--- config.mk ---
export PLATFORM = sky130hd
export DESIGN_NAME = nonmonotone_merit_reference
export DESIGN_NICKNAME = d
export VERILOG_FILES = /design/src/hdl/nmr_pkg.sv /design/src/hdl/nmr_div.sv /design/src/hdl/nonmonotone_merit_reference.sv
export SDC_FILE = /design/constraint.sdc
export NUM_CORES = 1
export LEC_CHECK = 0
export ABC_AREA = 0
export CELL_PAD_IN_SITES_DETAIL_PLACEMENT = 1
export CELL_PAD_IN_SITES_GLOBAL_PLACEMENT = 1
export CORE_MARGIN = 2
export CORE_UTILIZATION = 40
export CTS_CLUSTER_DIAMETER = 60
export DETAILED_ROUTE_END_ITERATION = 8
export DONT_BUFFER_PORTS = 1
export PLACE_DENSITY_LB_ADDON = 0.1
export SLEW_MARGIN = 5
export SYNTH_ARGS = -nofsm -noshare
export SYNTH_HDL_FRONTEND = slang
export SYNTH_HIERARCHICAL = 1
export SYNTH_SLANG_ARGS = --single-unit
--- constraint.sdc ---
create_clock -name clk -period 4.4 [get_ports clk]
set_clock_uncertainty 0.05 [all_clocks]
set_input_delay 0.66 -clock clk [delete_from_list [all_inputs] [get_ports clk]]
set_output_delay 0.66 -clock clk [all_outputs]
set_load 0.005 [all_outputs]
--- src/hdl/nmr_pkg.sv ---
// Shared types and constants for the nonmonotone merit reference window.
package nmr_pkg;

  localparam int MERIT_W    = 32;                   // Q16.16 merit width
  localparam int CNT_W      = 5;                    // stored count / window length width
  localparam int SUM_W      = MERIT_W + CNT_W;      // exact sum of up to 31 merits
  localparam int STEP_W     = $clog2(SUM_W + 1);    // divider step counter
  localparam int CFG_IDX_W  = 1;
  localparam int CFG_DATA_W = CNT_W;

  // mode register codes
  localparam logic [1:0] MODE_MAX  = 2'd0;
  localparam logic [1:0] MODE_MEAN = 2'd1;
  localparam logic [1:0] MODE_OFF  = 2'd2;
  localparam logic [1:0] MODE_BAD  = 2'd3;

  // register indexes
  localparam logic [CFG_IDX_W-1:0] REG_MODE   = 1'd0;
  localparam logic [CFG_IDX_W-1:0] REG_WINDOW = 1'd1;

  // request function codes
  localparam logic FUNC_QUERY  = 1'b0;
  localparam logic FUNC_COMMIT = 1'b1;

  typedef struct packed {
    logic                      func;
    logic signed [MERIT_W-1:0] current_merit;
    logic signed [MERIT_W-1:0] record_value;
    logic                      step_ok;
  } item_t;

  typedef struct packed {
    logic signed [MERIT_W-1:0] reference;
    logic                      mode_error;
    logic [CNT_W-1:0]          count_now;
  } result_t;

  typedef struct packed {
    logic                    start;
    logic signed [SUM_W-1:0] dividend;
    logic [CNT_W-1:0]        divisor;
  } div_req_t;

  typedef struct packed {
    logic                      done;
    logic signed [MERIT_W-1:0] quotient;
  } div_rsp_t;

endpackage

--- src/hdl/nmr_div.sv ---
// Serial restoring divider: signed window sum over stored count, truncating toward zero.
module nmr_div import nmr_pkg::*; (
  input  logic     clk,
  input  logic     rst,
  input  div_req_t req,
  output div_rsp_t rsp
);

  logic                busy;
  logic                done;
  logic                neg;
  logic [STEP_W-1:0]   steps;
  logic [CNT_W-1:0]    rem;
  logic [SUM_W-1:0]    quo;
  logic [CNT_W:0]      shifted;
  logic [CNT_W+1:0]    trial;
  logic [SUM_W-1:0]    quo_signed;

  assign shifted = {rem, quo[SUM_W-1]};
  assign trial   = {1'b0, shifted} - {2'b00, req.divisor};

  always_ff @(posedge clk) begin
    if (rst) begin
      busy <= 1'b0;
      done <= 1'b0;
    end else begin
      done <= busy && (steps == STEP_W'(1));
      if (req.start) begin
        busy <= 1'b1;
      end else if (busy && (steps == STEP_W'(1))) begin
        busy <= 1'b0;
      end
    end
  end

  always_ff @(posedge clk) begin
    if (req.start) begin
      neg   <= req.dividend[SUM_W-1];
      quo   <= req.dividend[SUM_W-1] ? SUM_W'(-req.dividend) : SUM_W'(req.dividend);
      rem   <= '0;
      steps <= STEP_W'(SUM_W);
    end else if (busy) begin
      // remainder stays below the divisor, so CNT_W bits hold it
      rem   <= trial[CNT_W+1] ? shifted[CNT_W-1:0] : trial[CNT_W-1:0];
      quo   <= {quo[SUM_W-2:0], ~trial[CNT_W+1]};
      steps <= steps - STEP_W'(1);
    end
  end

  assign quo_signed   = neg ? (~quo + SUM_W'(1)) : quo;
  assign rsp.done     = done;
  assign rsp.quotient = quo_signed[MERIT_W-1:0];

endmodule

--- src/hdl/nonmonotone_merit_reference.sv ---
// Top level: merit history window with max / mean reference queries and commits.
//
//  channel  | signals                                   | moves
//  ---------+-------------------------------------------+-----------------------------------
//  item     | item_valid, item_ready, item              | query or commit request
//  result   | result_valid, result_ready, result        | one result per request
//  cfg      | cfg_valid, cfg_ready, cfg_index, cfg_data | register write (0 mode, 1 window)
//
// Sequencing: a commit, or a query in disabled/unsupported mode or with an empty
// window, goes straight to the output stage. A max query makes one history memory
// read per stored entry. A mean query then also runs the serial divider
// (one quotient bit per cycle).
// Reset: mode goes to disabled, window length and stored count to zero; history
// memory is not cleared, entries at or above the count are never read.
// Stalls: item_ready is high only while idle; a finished result waits in the
// output register while the next request is taken.
module nonmonotone_merit_reference import nmr_pkg::*; #(
  parameter int WINDOW_MAX = 16
) (
  input  logic                  clk,
  input  logic                  rst,
  input  logic                  item_valid,
  output logic                  item_ready,
  input  item_t                 item,
  output logic                  result_valid,
  input  logic                  result_ready,
  output result_t               result,
  input  logic                  cfg_valid,
  output logic                  cfg_ready,
  input  logic [CFG_IDX_W-1:0]  cfg_index,
  input  logic [CFG_DATA_W-1:0] cfg_data
);

  localparam int AW = (WINDOW_MAX > 1) ? $clog2(WINDOW_MAX) : 1;

  localparam logic [1:0] ST_IDLE = 2'd0;
  localparam logic [1:0] ST_WALK = 2'd1;  // stream stored entries out of the memory
  localparam logic [1:0] ST_DIV  = 2'd2;  // wait on the mean division
  localparam logic [1:0] ST_FIN  = 2'd3;  // hand the result to the output register

  logic [1:0]                state;
  logic [1:0]                mode;
  logic [CNT_W-1:0]          window_len;
  logic [CNT_W-1:0]          w_eff;
  logic [CNT_W-1:0]          count;
  logic [CNT_W-1:0]          head;       // oldest slot once the window has wrapped
  logic [CNT_W-1:0]          idx;        // next memory address to read
  logic                      acc_en;     // read data valid this cycle
  logic signed [MERIT_W-1:0] acc_max;
  logic signed [MERIT_W-1:0] acc_max_next;
  logic signed [SUM_W-1:0]   acc_sum;
  logic signed [SUM_W-1:0]   acc_sum_next;
  logic signed [MERIT_W-1:0] cur;
  logic signed [MERIT_W-1:0] res_ref;
  logic signed [MERIT_W-1:0] mean;
  logic                      div_start;

  logic signed [MERIT_W-1:0] mem [WINDOW_MAX];
  logic signed [MERIT_W-1:0] rd_data;
  logic                      rd_en;
  logic                      mem_we;
  logic [AW-1:0]             mem_wa;

  logic                      accept;
  logic                      cfg_write;
  logic                      is_commit;
  logic                      out_load;

  div_req_t div_req;
  div_rsp_t div_rsp;

  assign w_eff = (int'(window_len) > WINDOW_MAX) ? CNT_W'(WINDOW_MAX) : window_len;

  assign item_ready = (state == ST_IDLE);
  assign cfg_ready  = 1'b1;
  assign accept     = item_valid && item_ready;
  assign cfg_write  = cfg_valid && cfg_ready;
  assign is_commit  = (item.func == FUNC_COMMIT);

  // commit write: append below the window, else overwrite the oldest slot
  assign mem_we = accept && is_commit && item.step_ok && (w_eff != '0);
  assign mem_wa = (count < w_eff) ? AW'(count) : AW'(head);
  assign rd_en  = (state == ST_WALK) && (idx != count);

  // max and sum do not depend on entry order, so slots 0..count-1 are walked in place
  assign acc_max_next = (acc_en && (rd_data > acc_max)) ? rd_data : acc_max;
  assign acc_sum_next = acc_en ? (acc_sum + SUM_W'(rd_data)) : acc_sum;

  assign mean     = div_rsp.quotient;
  assign out_load = (state == ST_FIN) && (!result_valid || result_ready);

  assign div_req.start    = div_start;
  assign div_req.dividend = acc_sum;
  assign div_req.divisor  = count;

  nmr_div u_div (
    .clk (clk),
    .rst (rst),
    .req (div_req),
    .rsp (div_rsp)
  );

  always_ff @(posedge clk) begin
    if (mem_we) begin
      mem[mem_wa] <= item.record_value;
    end
    if (rd_en) begin
      rd_data <= mem[AW'(idx)];
    end
  end

  // control and window bookkeeping
  always_ff @(posedge clk) begin
    if (rst) begin
      state      <= ST_IDLE;
      mode       <= MODE_OFF;
      window_len <= '0;
      count      <= '0;
      head       <= '0;
      acc_en     <= 1'b0;
      div_start  <= 1'b0;
    end else begin
      div_start <= 1'b0;
      if (cfg_write) begin
        case (cfg_index)
          REG_MODE: begin
            mode <= cfg_data[1:0];
          end
          REG_WINDOW: begin
            window_len <= cfg_data;
            count      <= '0;
            head       <= '0;
          end
          default: begin
          end
        endcase
      end
      case (state)
        ST_IDLE: begin
          if (accept) begin
            if (is_commit) begin
              if (!item.step_ok) begin
                count <= '0;
                head  <= '0;
              end else if (count < w_eff) begin
                count <= count + CNT_W'(1);
              end else if (w_eff != '0) begin
                head <= (head + CNT_W'(1) == w_eff) ? '0 : head + CNT_W'(1);
              end
              state <= ST_FIN;
            end else if (((mode == MODE_MAX) || (mode == MODE_MEAN)) && (count != '0)) begin
              acc_en <= 1'b0;
              state  <= ST_WALK;
            end else begin
              state <= ST_FIN;
            end
          end
        end
        ST_WALK: begin
          acc_en <= rd_en;
          if (idx == count) begin
            if (mode == MODE_MEAN) begin
              div_start <= 1'b1;
              state     <= ST_DIV;
            end else begin
              state <= ST_FIN;
            end
          end
        end
        ST_DIV: begin
          if (div_rsp.done) begin
            state <= ST_FIN;
          end
        end
        ST_FIN: begin
          if (out_load) begin
            state <= ST_IDLE;
          end
        end
        default: begin
          state <= ST_IDLE;
        end
      endcase
    end
  end

  // datapath registers
  always_ff @(posedge clk) begin
    case (state)
      ST_IDLE: begin
        cur     <= item.current_merit;
        acc_max <= item.current_merit;
        acc_sum <= '0;
        idx     <= '0;
        res_ref <= is_commit ? '0 : item.current_merit;
      end
      ST_WALK: begin
        acc_max <= acc_max_next;
        acc_sum <= acc_sum_next;
        if (rd_en) begin
          idx <= idx + CNT_W'(1);
        end
        if (idx == count) begin
          res_ref <= acc_max_next;
        end
      end
      ST_DIV: begin
        if (div_rsp.done) begin
          res_ref <= (mean < cur) ? mean : cur;
        end
      end
      default: begin
      end
    endcase
  end

  // output register
  always_ff @(posedge clk) begin
    if (rst) begin
      result_valid <= 1'b0;
    end else if (out_load) begin
      result_valid <= 1'b1;
    end else if (result_ready) begin
      result_valid <= 1'b0;
    end
  end

  always_ff @(posedge clk) begin
    if (out_load) begin
      result.reference  <= res_ref;
      result.mode_error <= (mode == MODE_BAD);
      result.count_now  <= count;
    end
  end

  a_count_in_window: assert property (@(posedge clk) disable iff (rst)
    count <= w_eff)
    else $error("stored count beyond effective window");

  a_head_zero_until_full: assert property (@(posedge clk) disable iff (rst)
    (count < w_eff) |-> (head == '0))
    else $error("ring head moved before window filled");

  a_walk_needs_entries: assert property (@(posedge clk) disable iff (rst)
    (state == ST_WALK) |-> ((count != '0) && ((mode == MODE_MAX) || (mode == MODE_MEAN))))
    else $error("history walk without entries or in wrong mode");

  a_div_done_in_div: assert property (@(posedge clk) disable iff (rst)
    div_rsp.done |-> (state == ST_DIV))
    else $error("divider finished outside mean wait");

endmodule
==> After elaboration in Yosys (flattened, before gate mapping) <==
Memories as Yosys holds them, arrays and structs flattened. A register that Yosys moved wholly into a read port is not among the register bits.
Cells that the tools add are included.
W data, S select, Z words.
{ "word_totals": {"word_cells": 139, "inputBits": 77, "ff_bits": 249, "mem_bits_ro": 0, "out_inout_bits": 41, "n_memories": 1, "latch_bits": 0, "mem_bits_rw": 512} }
{ "mem_list": {"columns": ["name", "words", "width", "read_ports", "rd_ports_with_merged_regs", "wr", "line", "source"], "rows": [
  ["mem", 16, 32, 1, 1, 1, "nonmonotone_merit_reference.sv:58", "logic signed [MERIT_W-1:0] mem [WINDOW_MAX];"]
]} }
{ "classes": {"mul": 0, "n_reduce_logical": 29, "div_mod_pow": 0, "n_addsub": 8, "n_shift": 0, "n_mux": 53, "n_bitwise": 5, "order_cmp": 4, "eq_ne": 17} }
{ "op_table": {"columns": ["op", "count"], "rows": [
  ["$mux W32", 6],
  ["$mux W37", 4],
  ["$pmux W32 S3", 1],
  ["$mux W5", 19],
  ["$pmux W37 S2", 1],
  ["$pmux W32 S2", 1],
  ["$add A37 B32 Y37", 1],
  ["$neg A37 Y37", 1],
  ["$add A32 B1 Y32 const B", 1],
  ["$gt A32 B32 Y1", 1],
  ["$lt A32 B32 Y1", 1],
  ["$not A32 Y32", 1],
  ["$add A5 B1 Y5 const B", 3],
  ["$mux W2", 6],
  ["$mux W1", 11],
  ["$eq A5 B5 Y1", 2],
  ["$pmux W5 S2", 1],
  ["$reduce_bool A5 Y1", 2],
  ["$logic_and A1 B1 Y1", 9],
  ["$ne A2 B1 Y1 const B", 4],
  ["$ne A2 B2 Y1 const B", 4],
  ["$pmux W2 S4", 1],
  ["$reduce_and A2 Y1", 4],
  ["$reduce_and A4 Y1", 2],
  ["18 further kinds", 29]
]} }

==> Longest topological paths before layout <==
Gate-level depths: netlist (run 1).
{ "depth": {"word_depth": 10, "mapped_depth": 17, "mapped_depth_nobuf": 16} }

==> Cells and area by module <==
The synthesis (run 1) kept the hierarchy.
{ "by_module_without_submodules": {"columns": ["module", "cells_each", "area_per_inst_um2", "instances", "seq_area_each_um2"], "rows": [
  ["nonmonotone_merit_reference", 1935, 32263.4, 1, 22061.2],
  ["nmr_div", 411, 3713.6, 1, 1401.3]
]} }

==> Least setup slack after synthesis (run 1) <==
Ideal clock, no wire load.
{ "synth_timing": {"path_type": "reg2reg", "start": "reg state[0]", "end": "mem mem[10][0] (enable)", "stages_incl_launch_ff": 8, "period_less_slack_ns": 3.981, "slack_ns": 0.419, "n_path_buf": 0, "t_arrival_ns": 3.510, "required_time_ns": 3.929, "setup_ns": 0.421, "path_cell_list": "dfxtp_1 -> inv_1 -> ha_1 -> and3_1 -> nand2_1 -> nor2_1 -> o21ai_0 -> nor2_1"} }
{ "synth_between": {"elab_chain_cells": 7} }
{ "synth_lines": {"columns": ["element", "line", "source"], "rows": [
  ["start, declared", "nonmonotone_merit_reference.sv:41", "logic [1:0] state;"],
  ["start signal, assigned", "nonmonotone_merit_reference.sv:115", "state <= ST_IDLE;"],
  ["start signal, assigned", "nonmonotone_merit_reference.sv:150", "state <= ST_FIN;"],
  ["start signal, assigned", "nonmonotone_merit_reference.sv:153", "state <= ST_WALK;"],
  ["$logic_not A2 Y1", "nonmonotone_merit_reference.sv:74", "assign item_ready = (state == ST_IDLE);"],
  ["net item_ready", "nonmonotone_merit_reference.sv:23", "output logic item_ready,"],
  ["$logic_and A1 B1 Y1", "nonmonotone_merit_reference.sv:76", "assign accept = item_valid && item_ready;"],
  ["$logic_and A1 B1 Y1 (3 in a row)", "nonmonotone_merit_reference.sv:81", "assign mem_we = accept && is_commit && item.step_ok && (w_eff != '0);"],
  ["$mux W1", "nonmonotone_merit_reference.sv:104", "if (mem_we) begin"],
  ["$mux W1 (not written as such)", "nonmonotone_merit_reference.sv:105", "mem[mem_wa] <= item.record_value;"],
  ["end, declared", "nonmonotone_merit_reference.sv:58", null]
]} }
The timed path passes the listed nets, and every way through them passes these cells.

==> out/metrics.csv, run 1 <==
stage,metric,value,unit
status,outcome,completed,
worst_setup_path,critical path type,flip-flop to flip-flop,
sta,Worst slew margin,16.3,%
synthesis,Synth Instances,2346,
worst_setup_path,Reg2Reg Depth,16,
drt,vias,21100,
sta,Fin. Hold Viols,0,
clock_tree,TritonCTS clock tree,yes,
hold_path,min-delay worst type,primary input to flip-flop,
drt,detailed-route vias per instance,5.65,
die,Die ar.,92400,sq um
synthesis,sequential fraction of the synthesis area,65.2,%
sta,min Tclk post-route,4.33,ns
clock_tree,CTS Buf Count,93,
worst_setup_path,"CP delay by family, top",simple AND/OR/NAND/NOR gates,
synthesis,"Cell Area, Synth",36000,sq um
sta,RSZ-0062 raised after global routing,yes,
place,post-detail-place hpwl,63.8,mm
worst_setup_path,cell mode on critical path,nand2_2,
synthesis,Area contributors post-synth,"edfxtp_1, mux4_2, ha_1, a21oi_1, dfxtp_1",
drt,Starting DRT DRC Count,1426,
grt,antenna violations before repair,3,
worst_setup_path,critical path's slowest cell,or4_4,
power_and_ir_drop,Power Density,639,nW/um^2
clock_tree,Clock Latency Late Sink,0.67,ns
synthesis,Most used DFF post-synth,edfxtp_1,
sta,fin crit share,98.4,%
die,FP Rows,109,
cells_and_area,area grow syn2layout,16.7,%
clock_tree,root buf cell,clkbuf_16,
sta,fmax,231,MHz
worst_setup_path,critical-path maximum fanout,8,
drt,Final ANT Viol Nets,0,
drt,DRT Wirelength,99.8,mm
worst_setup_path,Setup crit end kind,flip-flop,
cells_and_area,Post-Layout Cell Count,3742,
drt,Pre-antenna DRT Iters,5,
sta,Setup-failing EPs final,0,
synthesis,most numerous cell in the Yosys netlist,edfxtp_1,
synthesis,synth cell count leaders,"edfxtp_1, nor2_1, mux4_2",
power_and_ir_drop,worst vdd ir,0.583,mV
cells_and_area,nets,2700,
sta,Slew @ Worst Pin,1.24,ns
die,core footprint,88800,sq um
grt,first-pass GRT wire length,150,mm
worst_setup_path,crit path capture,res_ref[5],
grt,global route overflow,0,
worst_setup_path,worst path buffer plus inverter count,2,
die,initial core utilization,40.5,%
sta,final worst setup slack,0.0690,ns
die,Boundary Pins,118,
clock_tree,maximum buffer depth of the clock tree,3,
synthesis,synthesized flop and latch total,793,
run,Max-cap violations,0,
synthesis,Post-synth EDFFs,758,
place,routability cong.,0.856,
sta,Post-Route Setup TNS,0,ns
place,port bufs,0,
die,die width,304,um
die,Die Height,304,um
clock_tree,number of H-tree levels,3,
sta,fin. max-slew vios,0,
synthesis,cell taking the most area after synthesis,edfxtp_1,
grt,number of global-route vias before repair,23000,
worst_setup_path,Worst setup SP type,flip-flop,
worst_setup_path,r2r setup slk,0.07,ns
place,# placed instances,3512,
cells_and_area,share of post-route cells with drive strength above 1,19.7,%
place,dpl ws,-0.487,ns
power_and_ir_drop,LEAKAGE,14.4,nW
clock_tree,"Reg clk slew, reported paths",0.06,ns
drt,drt drc,0,
worst_setup_path,crit path launch,u_div/quo[14],
clock_tree,CTS Sinks,793,
worst_setup_path,RR Endpoint,res_ref[5],
worst_setup_path,CP Depth,16,
worst_setup_path,"slowest stage delay, CP",0.55,ns
synthesis,Async SR Flop Fraction,0,%
drt,wire per inst,26.7,um
synthesis,"Net Count, Synth",2545,
hold_path,Hold Path Stages,0,
synthesis,top-area cell type share of the netlist area,63.3,%
grt,largest net degree at the start of global routing,131,
worst_setup_path,crit path cell chain,or4_4 -> and4b_2 -> buf_4 -> nand2_2 -> o41ai_2 -> xnor2_1 -> ha_1 -> nand2_2 -> o21ai_1 -> a221oi_2 -> nor2_2 -> nor3_4 -> mux2i_4 -> clkbuf_16 -> a22oi_2 -> o211ai_1,
worst_setup_path,WP data required,4.84,ns
worst_setup_path,CP Data Arrival Time,4.77,ns
synthesis,Yosys cell types,87,
cells_and_area,ant diodes,0,
worst_setup_path,worst r2r src,u_div/quo[14],
synthesis,warnings from Yosys,6,
synthesis,Post-Syn Area per Cell,15.3,sq um
grt,GRT Total Usage,21.7,%
==> layout by cell type (no fill, tap or decap), drive strengths merged, types with 11 or more instances in the layout <==
cell	n
mux4	160
nor4	17
xor2	54
inv	112
o21ai	66
clkbuf	121
a21o	19
o211ai	38
nor3	31
nand3	34
nor2b	12
o31ai	26
a21oi	154
xnor2	52
nor2	171
nand4	19
clkinv	40
a22oi	33
buf	121
a211oi	11
dlygate4sd3	48
nand2b	15
dfxtp	35
ha	120
nand2	118
o41ai	17
edfxtp	758
mux2i	45
==> layer usage <==
metal | vias up | share of wire [%] | GRT usage [%]
met4 | 0 | 3.3 | 7.38
li1 | 9533 | - | -
met5 | - | 0 | 0
met3 | 165 | 4.0 | 3.70
met2 | 440 | 51 | 38.1
met1 | 11000 | 42 | 27.1
==> cells by family (layout without fill, tap and decap cells) <==
logic type	Yosys count	count (layout)	synth area share, %
flops	793	793	65.2
fa+ha+maj	122	122	4.28
mux	206	206	11.3
buf+inv	218	449	2.52
xor+xnor	106	106	2.58
simple gates	475	475	6.49
compound gates	425	425	7.60
other cells	1	1	0.0104
==> worst min path at each step <==
stage                 from  slack [ns]          to
2_1_floorplan   res_ref[4]        0.35  result[10]
3_3_place_gp   res_ref[27]        0.35  result[33]
3_5_place_dp    res_ref[7]        0.36  result[13]
4_1_cts           item[28]       0.001  mem[2][27]
5_1_grt           item[23]       0.005  mem[0][22]
6_report          item[28]        0.04  mem[3][27]
==> stage by stage <==
stage                     cell area (sq um)  hold WS, ns  utilization [%]  power, mW
final                                 42000       0.0380             47.3       26.8
after floorplan                       36000        0.350                -       16.3
after CTS                             41600      0.00120             46.9       27.0
after global routing                  42000      0.00512             47.3       28.3
after global placement                38100        0.350             42.9       19.2
after detailed placement              38100        0.357             42.9       19.4
==> cell type report <==
cell class	count	area, sq um
Tap cell	1165	1460
Multi-Input combinational cell	1335	12100
Inverter	108	405
Timing Repair Buffer	170	1580
Fill cell	8604	46800
Clock inverter	51	520
Clock buffer	120	2480
Sequential cell	793	23500
==> sequential cells by signal (all words and copies together), names as in the netlist, 32 cells and up <==
name       cells
cur           32
res_ref       32
acc_sum       37
u_div/quo     37
mem          512
acc_max       32
rd_data       32
result        38
==> power by group <==
part | internal, mW | switching (mW) | total [mW]
registers | 9.64 | 0.848 | 10.5
logic | 3.61 | 5.20 | 8.82
clock network | 4.37 | 3.15 | 7.52
==> what timing repair did <==
item / 4_1_cts / 5_1_grt
hold buffers: 48 / 0
setup endpoints to repair: 32 / 32
setup buffers: 2 / 8
gates resized for setup: 5 / 52
gates cloned: 0 / 1
hold endpoints to repair: 339 / 0
pin swaps: 1 / 11
Note: power is estimated with default switching activity, not from simulation.
==> run 2: changes to the inputs <==
==> constraint.sdc (replaced) <==
create_clock -name clk -period 4 [get_ports clk]
set_clock_uncertainty 0.05 [all_clocks]
set_input_delay 0.6 -clock clk [delete_from_list [all_inputs] [get_ports clk]]
set_output_delay 0.6 -clock clk [all_outputs]
set_load 0.005 [all_outputs]
==> run 2 against run 1 <==
Against the previous run:
- the run now ends with setup timing left
- sequential share of layout area is 1.2 points lower
- sequential power grew 9.5%
- die area did not move
- final area increased by 2.1%
- utilization rose by 1.0 points
- global-route usage rose by 0.70 points
- non-clock buffer count is 96 higher
- wire length rose by 3.3%
- critical path type unchanged
- critical endpoint is now res_ref[13]
- largest cell class unchanged
- largest power group unchanged
==> out/metrics.csv, run 2 (synthesis results as in run 1) <==
stage,metric,value,unit,change
sta,Worst slew margin,20.5,%,+4.2 points
power_and_ir_drop,Switching Share,34.4,%,+0.11 points
power_and_ir_drop,Overall Power,30.1,mW,+12%
die,die width,304,um,unchanged
power_and_ir_drop,sequential share of power,38.2,%,-0.9 points
status,outcome,"finished, violations left",,
clock_tree,CTS Buf Count,90,,-3.2%
hold_path,worst min-delay path startpoint,cfg_data[3],,
sta,Setup-failing EPs final,32,,+32
grt,largest net degree at the start of global routing,131,,unchanged
drt,DRT Wirelength,103,mm,+3.3%
worst_setup_path,Worst setup SP type,flip-flop,,
sta,final worst setup slack,-0.361,ns,-0.430 ns
grt,antenna violations before repair,7,,+4
sta,RSZ-0062 raised after global routing,yes,,
drt,wire per inst,26.9,um,+0.97%
sta,fmax,229,MHz,-0.69%
power_and_ir_drop,Power Density,701,nW/um^2,+9.8%
power_and_ir_drop,internal power,19.7,mW,+12%
clock_tree,root buf cell,clkbuf_16,,
drt,Starting DRT DRC Count,1413,,-0.91%
die,Boundary Pins,118,,unchanged
worst_setup_path,r2r setup slk,-0.36,ns,-0.43 ns
place,post-detail-place hpwl,65.9,mm,+3.3%
cells_and_area,"most common cell after layout, fill and taps aside",edfxtp_1,,
worst_setup_path,Setup crit end kind,flip-flop,,
worst_setup_path,RR Endpoint,res_ref[13],,
worst_setup_path,Reg2Reg Depth,16,,unchanged
drt,drt drc,0,,unchanged
run,Max-cap violations,0,,unchanged
drt,Final ANT Viol Nets,0,,unchanged
cells_and_area,nets,2793,,+3.4%
power_and_ir_drop,Comb pwr share,33.7,%,+0.8 points
power_and_ir_drop,LEAKAGE,14.8,nW,+3.3%
place,# placed instances,3581,,+2.0%
cells_and_area,Top Registers,"mem x512, result x38",,
sta,Fin. Hold Viols,0,,unchanged
worst_setup_path,critical-path maximum fanout,8,,unchanged
cells_and_area,Post-Layout Cell Count,3829,,+2.3%
die,Die Height,304,um,unchanged
worst_setup_path,worst r2r src,u_div/quo[2],,
hold_path,Hold Path Stages,2,,+2
clock_tree,number of H-tree levels,3,,unchanged
status,violations in the final reports,setup timing,,
cells_and_area,area grow syn2layout,19.2,%,
die,core footprint,88800,sq um,unchanged
power_and_ir_drop,Clk network pwr share,28.0,%,about the same
die,Die ar.,92400,sq um,unchanged
cells_and_area,fillers,8544,,-0.70%
hold_path,min-delay worst type,primary input to flip-flop,,
sta,fin crit share,109,%,+11 points
sta,fin. max-slew vios,0,,unchanged
cells_and_area,Largest register FFs,512,,unchanged
drt,detailed-route vias per instance,5.64,,-0.12%
worst_setup_path,crit path launch,u_div/quo[2],,
clock_tree,TritonCTS clock tree,yes,,
sta,Slew @ Worst Pin,1.19,ns,-0.0502 ns
clock_tree,CTS Sinks,793,,unchanged
cells_and_area,register area,23500,sq um,unchanged
grt,global route overflow,0,,unchanged
sta,min Tclk post-route,4.36,ns,+0.0299 ns
place,routability cong.,0.871,,+1.7%
die,initial core utilization,40.5,%,unchanged
hold_path,Hold EP,window_len[3],,
worst_setup_path,CP Data Arrival Time,4.81,ns,+0.04 ns
clock_tree,maximum buffer depth of the clock tree,3,,unchanged
clock_tree,Clock Latency Late Sink,0.67,ns,about the same
cells_and_area,most flop-heavy register,mem,,
grt,GRT Total Usage,22.4,%,+0.70 points
clock_tree,"Reg clk slew, reported paths",0.06,ns,about the same
grt,first-pass GRT wire length,155,mm,+3.2%
grt,number of global-route vias before repair,23800,,+3.7%
cells_and_area,share of post-route cells with drive strength above 1,22.4,%,+2.7 points
cells_and_area,"commonest non-fill, non-tap cells in the layout","edfxtp_1, buf_4, mux4_2",,
worst_setup_path,critical path type,flip-flop to flip-flop,,
power_and_ir_drop,worst vdd ir,0.531,mV,-8.9%
die,FP Rows,109,,unchanged
drt,vias,21600,,+2.2%
cells_and_area,Multi-input gate area,12100,sq um,+0.21%
place,port bufs,0,,unchanged
power_and_ir_drop,Switch Pwr,10.4,mW,+12%
drt,Pre-antenna DRT Iters,5,,unchanged
worst_setup_path,WP data required,4.45,ns,-0.39 ns
-- run 2: cell count changes in the layout (fill, tap and decap cells not counted), moves of 4 or more --
cell and change:
buf_4 +66, dlygate4sd3_1 +20, clkinv_1 -9, a22oi_1 -7
a22oi_2 +7, clkbuf_1 -7, buf_12 +6, bufinv_16 +5
buf_6 +4, clkbuf_16 -4, nand2_1 +4, nand2_2 -4
-- run 2: final cells by class --
class / count / area share (%)
clock buffers: 108 / 5.46
clock inverters: 52 / 1.56
repair buffers: 266 / 5.69
multi-input cells: 1335 / 28.2
inverters: 108 / 0.945
well taps: 1165 / 3.40
flip-flops and latches: 793 / 54.7
diodes: 2 / 0.0117
-- run 2: through the flow --
| stage | hold WS, ns | setup slack [ns] | area, sq um | utilization [%] | TNS [ns] |
|---|---|---|---|---|---|
| 2_1_floorplan | 0.350 | 0.0189 | 36000 | - | 0 |
| 3_3_place_gp | 0.358 | -0.503 | 38700 | 43.6 | -15.00 |
| 3_5_place_dp | 0.356 | -0.687 | 38700 | 43.6 | -20.53 |
| 4_1_cts | 0.000173 | -0.284 | 42700 | 48.1 | -6.77 |
| 5_1_grt | 0.0219 | -0.535 | 42900 | 48.3 | -15.22 |
| 6_report | 0.0480 | -0.361 | 42900 | 48.3 | -9.99 |
-- run 2: power groups by stage --
stage          Combinational [mW]  Clock [mW]  Sequential, mW
2_1_floorplan                6.73           0            11.2
3_3_place_gp                 9.72           0            11.6
3_5_place_dp                 9.93           0            11.7
4_1_cts                      10.2        8.61            11.5
5_1_grt                      11.1        8.90            11.6
6_report                     10.1        8.44            11.5
-- run 2: critical path, stage by stage (launching register included) --
cell and delay, ns:
edfxtp_1 0.38, or4_4 0.58, nor4_4 0.28, buf_4 0.19, nand2_1 0.09, o31ai_2 0.21, xnor2_1 0.18, ha_1 0.30
a21o_1 0.20, nand3_1 0.10, a21oi_1 0.08, o31a_1 0.32, nor3_4 0.29, mux2i_4 0.51, clkbuf_16 0.27, a22oi_2 0.06
o211ai_1 0.12
-- run 2: worst max path at each step --
stage | end | slack (ns) | cells past startpoint
floorplan | mem[10][0] | 0.02 | 7
global placement | res_ref[10] | -0.50 | 15
detailed placement | res_ref[31] | -0.69 | 15
CTS | res_ref[0] | -0.28 | 16
global route | res_ref[0] | -0.54 | 16
finish | res_ref[13] | -0.36 | 16
-- run 2: what timing repair did --
item / 4_1_cts / 5_1_grt
endpoints found under the hold margin: 568 / 0
pin swaps: 15 / 12
cloned: 1 / 1
gates resized for setup: 38 / 30
endpoints found under the setup margin: 32 / 35
setup buffers: 10 / 6
hold buffers: 68 / 0
-- run 2: per-layer routing --
metal	up-vias	GRT usage, %	routed length (um)
met5	-	0	26
met4	4	7.20	3080
met3	163	3.02	3410
met2	374	40.3	53800
met1	11400	27.9	42800
li1	9687	-	-
==> run 3: changes to the inputs <==
--- a/config.mk
+++ b/config.mk
@@ -5,7 +5,7 @@
 export SDC_FILE = /design/constraint.sdc
 export NUM_CORES = 1
 export LEC_CHECK = 0
-export ABC_AREA = 0
+export ABC_AREA = 1
 export CELL_PAD_IN_SITES_DETAIL_PLACEMENT = 1
 export CELL_PAD_IN_SITES_GLOBAL_PLACEMENT = 1
 export CORE_MARGIN = 2
==> run 3 against run 2 <==
Against the previous run:
- the run now ends clean
- critical endpoint is now res_ref[3]
- sequential share of layout area is 1.2 points lower
- worst hold slack worse by 0.0020 ns
- synthesized area grew 6.0%
- clock power rose by 4.6%
- count of clock-buffer cells in the layout rose by 8
- global-route usage up 2.9 points
- sequential power barely moved
==> out/metrics.csv, run 3 <==
stage,metric,value,unit,change
clock_tree,"Reg clk slew, reported paths",0.06,ns,about the same
hold_path,worst min-delay path startpoint,item[46],,
place,dpl ws,0.0614,ns,+0.748 ns
drt,Pre-antenna DRT Iters,5,,unchanged
worst_setup_path,critical-path maximum fanout,32,,+24
sta,RSZ-0062 raised after global routing,no,,
cells_and_area,most flop-heavy register,mem,,
sta,Fin. Hold Viols,0,,unchanged
synthesis,cell taking the most area after synthesis,edfxtp_1,,
place,post-detail-place hpwl,82.5,mm,+25%
sta,final worst setup slack,0.267,ns,+0.628 ns
synthesis,Area contributors post-synth,"edfxtp_1, nand2_1, nor2_1, o21ai_0, ha_1",,
power_and_ir_drop,Power Density,745,nW/um^2,+6.3%
synthesis,largest family of logic cells by synthesized area,simple AND/OR/NAND/NOR gates,,
worst_setup_path,Reg2Reg Depth,23,,+7
cells_and_area,Largest register FFs,512,,unchanged
grt,GRT Total Usage,25.3,%,+2.9 points
clock_tree,CTS Sinks,793,,unchanged
synthesis,Post-Synth XOR/XNOR Area,1.22,%,-1.4 points
drt,wire per inst,24.3,um,-9.9%
power_and_ir_drop,LEAKAGE,16.3,nW,+10%
clock_tree,root buf cell,clkbuf_16,,
synthesis,top-area cell type share of the netlist area,59.7,%,-3.6 points
cells_and_area,area grow syn2layout,15.1,%,
drt,detailed-route vias per instance,5.53,,-1.9%
clock_tree,maximum buffer depth of the clock tree,3,,unchanged
hold_path,Hold EP,res_ref[13],,
worst_setup_path,Setup crit end kind,flip-flop,,
sta,Worst slew margin,25.0,%,+4.4 points
sta,min Tclk post-route,3.73,ns,-0.628 ns
synthesis,mux cell area share after synthesis,0,%,-11 points
grt,first-pass GRT wire length,187,mm,+21%
cells_and_area,Post-Layout Cell Count,5151,,+35%
synthesis,most numerous cell in the Yosys netlist,edfxtp_1,,
worst_setup_path,Worst setup SP type,flip-flop,,
sta,fin. max-slew vios,0,,unchanged
die,Die ar.,97800,sq um,+5.9%
cells_and_area,fillers,10400,,+21%
cells_and_area,nets,4003,,+43%
sta,fin crit share,93.3,%,-16 points
synthesis,Most used DFF post-synth,edfxtp_1,,
hold_path,Hold Path Stages,2,,unchanged
run,Max-cap violations,0,,unchanged
cells_and_area,Top Registers,"mem x512, result x38",,
die,Boundary Pins,118,,unchanged
place,routability cong.,0.900,,+3.4%
synthesis,Synth Instances,3741,,+59%
die,die width,313,um,+2.9%
hold_path,min-delay worst type,primary input to flip-flop,,
sta,Setup-failing EPs final,0,,-100%
worst_setup_path,worst r2r src,u_div/quo[0],,
synthesis,compound-cell area share of the yosys netlist,10.9,%,+3.3 points
clock_tree,Clock Latency Late Sink,0.71,ns,+0.04 ns
drt,vias,28500,,+32%
cells_and_area,"commonest non-fill, non-tap cells in the layout","edfxtp_1, nand2_1, nor2_1",,
power_and_ir_drop,worst vdd ir,0.597,mV,+12%
cells_and_area,share of post-route cells with drive strength above 1,7.44,%,-15 points
cells_and_area,final instance area,43900,sq um,+2.3%
die,initial core utilization,40.2,%,-0.27 points
synthesis,synth cell count leaders,"edfxtp_1, nand2_1, nor2_1",,
place,# placed instances,4902,,+37%
synthesis,synthesized flop and latch total,793,,unchanged
cells_and_area,Multi-input gate area,13000,sq um,+7.0%
die,core footprint,94700,sq um,+6.7%
synthesis,warnings from Yosys,6,,unchanged
die,FP Rows,113,,+3.7%
worst_setup_path,critical path type,flip-flop to flip-flop,,
worst_setup_path,CP Data Arrival Time,4.13,ns,-0.68 ns
synthesis,Post-synth EDFFs,758,,unchanged
drt,drt drc,0,,unchanged
drt,DRT Wirelength,125,mm,+21%
synthesis,Yosys cell types,46,,-47%
synthesis,sequential fraction of the synthesis area,61.5,%,-3.7 points
synthesis,Async SR Flop Fraction,0,%,unchanged
grt,antenna violations before repair,6,,-1
sta,Slew @ Worst Pin,1.13,ns,-0.0662 ns
status,outcome,completed,,
synthesis,"Net Count, Synth",3940,,+55%
sta,fmax,268,MHz,+17%
synthesis,Post-Syn Area per Cell,10.2,sq um,-34%
clock_tree,number of H-tree levels,3,,unchanged
synthesis,fraction of the mapped netlist area in simple logic gates,17.4,%,+11 points
worst_setup_path,WP data required,4.40,ns,-0.05 ns
drt,Starting DRT DRC Count,1868,,+32%
clock_tree,TritonCTS clock tree,yes,,
grt,global route overflow,0,,unchanged
cells_and_area,"most common cell after layout, fill and taps aside",edfxtp_1,,
worst_setup_path,r2r setup slk,0.27,ns,+0.63 ns
grt,largest net degree at the start of global routing,219,,+67%
synthesis,Adder-Cell Fraction of Synth Area,4.04,%,-0.24 points
grt,number of global-route vias before repair,29900,,+26%
place,port bufs,0,,unchanged
worst_setup_path,RR Endpoint,res_ref[3],,
synthesis,"Cell Area, Synth",38100,sq um,+6.0%
drt,Final ANT Viol Nets,0,,unchanged
die,Die Height,313,um,+2.9%
cells_and_area,register area,23500,sq um,about the same
place,placed inst area,40000,sq um,+3.2%
clock_tree,CTS Buf Count,97,,+7.8%
## run 3: worst max-delay path by stage
stage | start | end
after floorplan | state[0] | mem[12][0]
after global placement | u_div/quo[13] | res_ref[16]
after detailed placement | u_div/quo[13] | res_ref[8]
after CTS | u_div/quo[13] | res_ref[8]
after global routing | u_div/quo[0] | res_ref[7]
final | u_div/quo[0] | res_ref[3]
## run 3: layout make-up
type,count,area share [%]
multi-input cells,2462,29.5
inverters,314,2.70
flip-flops and latches,793,53.5
diodes,3,0.0171
clock buffers,116,5.74
clock inverters,62,1.57
repair buffers,136,3.36
well taps,1265,3.61
## run 3: critical path, stage by stage (launching register included)
cell and delay [ns]:
edfxtp_1 0.38, inv_1 0.12, ha_1 0.24, nand3_2 0.15, nor2_4 0.16, nand3b_1 0.16, o21ai_4 0.22, xor2_1 0.29
ha_1 0.29, nand2_1 0.08, inv_1 0.04, nand3_1 0.09, inv_1 0.05, a21oi_1 0.15, nand2_1 0.09, nand2_1 0.10
nand2_1 0.07, nand2_1 0.11, buf_12 0.22, nand3_1 0.11, nand3_1 0.10, nand2_1 0.07, nand2_1 0.07, nand2_1 0.06
## run 3: power by group
part           switching [mW]  internal [mW]
Combinational            8.90           3.48
Sequential              0.884           10.6
Clock                    3.74           5.09
## run 3: cells by family after synthesis
family                   Yosys count
other                              1
XOR/XNOR                          53
buffers and inverters            486
AND/OR/NAND/NOR                 1553
AO/OA/AOI/OAI                    733
adder cells (fa/ha/maj)          122
flip-flops                       793
## run 3: repair_timing
action	4_1_cts	5_1_grt
hold buffers	68	0
endpoints found under the setup margin	0	107
hold endpoints to repair	557	0
gates resized for setup	0	7
setup buffers	0	0
## run 3: routing by layer
layer	vias to the layer above	wire length [um]	GRT usage (%)
met1	14400	52400	31.1
li1	13300	-	-
met2	546	64200	45.9
met5	-	12	0
met4	2	4370	8.94
met3	224	3900	2.99
## run 3: stage by stage
stage	total power, mW	utilization [%]	hold WS, ns	TNS, ns
2_1_floorplan	19.3	-	0.350	-192.09
3_5_place_dp	23.9	42.2	0.356	0
5_1_grt	34.7	46.3	0.0319	0
6_report	32.7	46.3	0.0461	0
3_3_place_gp	23.5	42.2	0.351	0
4_1_cts	32.9	46.3	0.00556	0
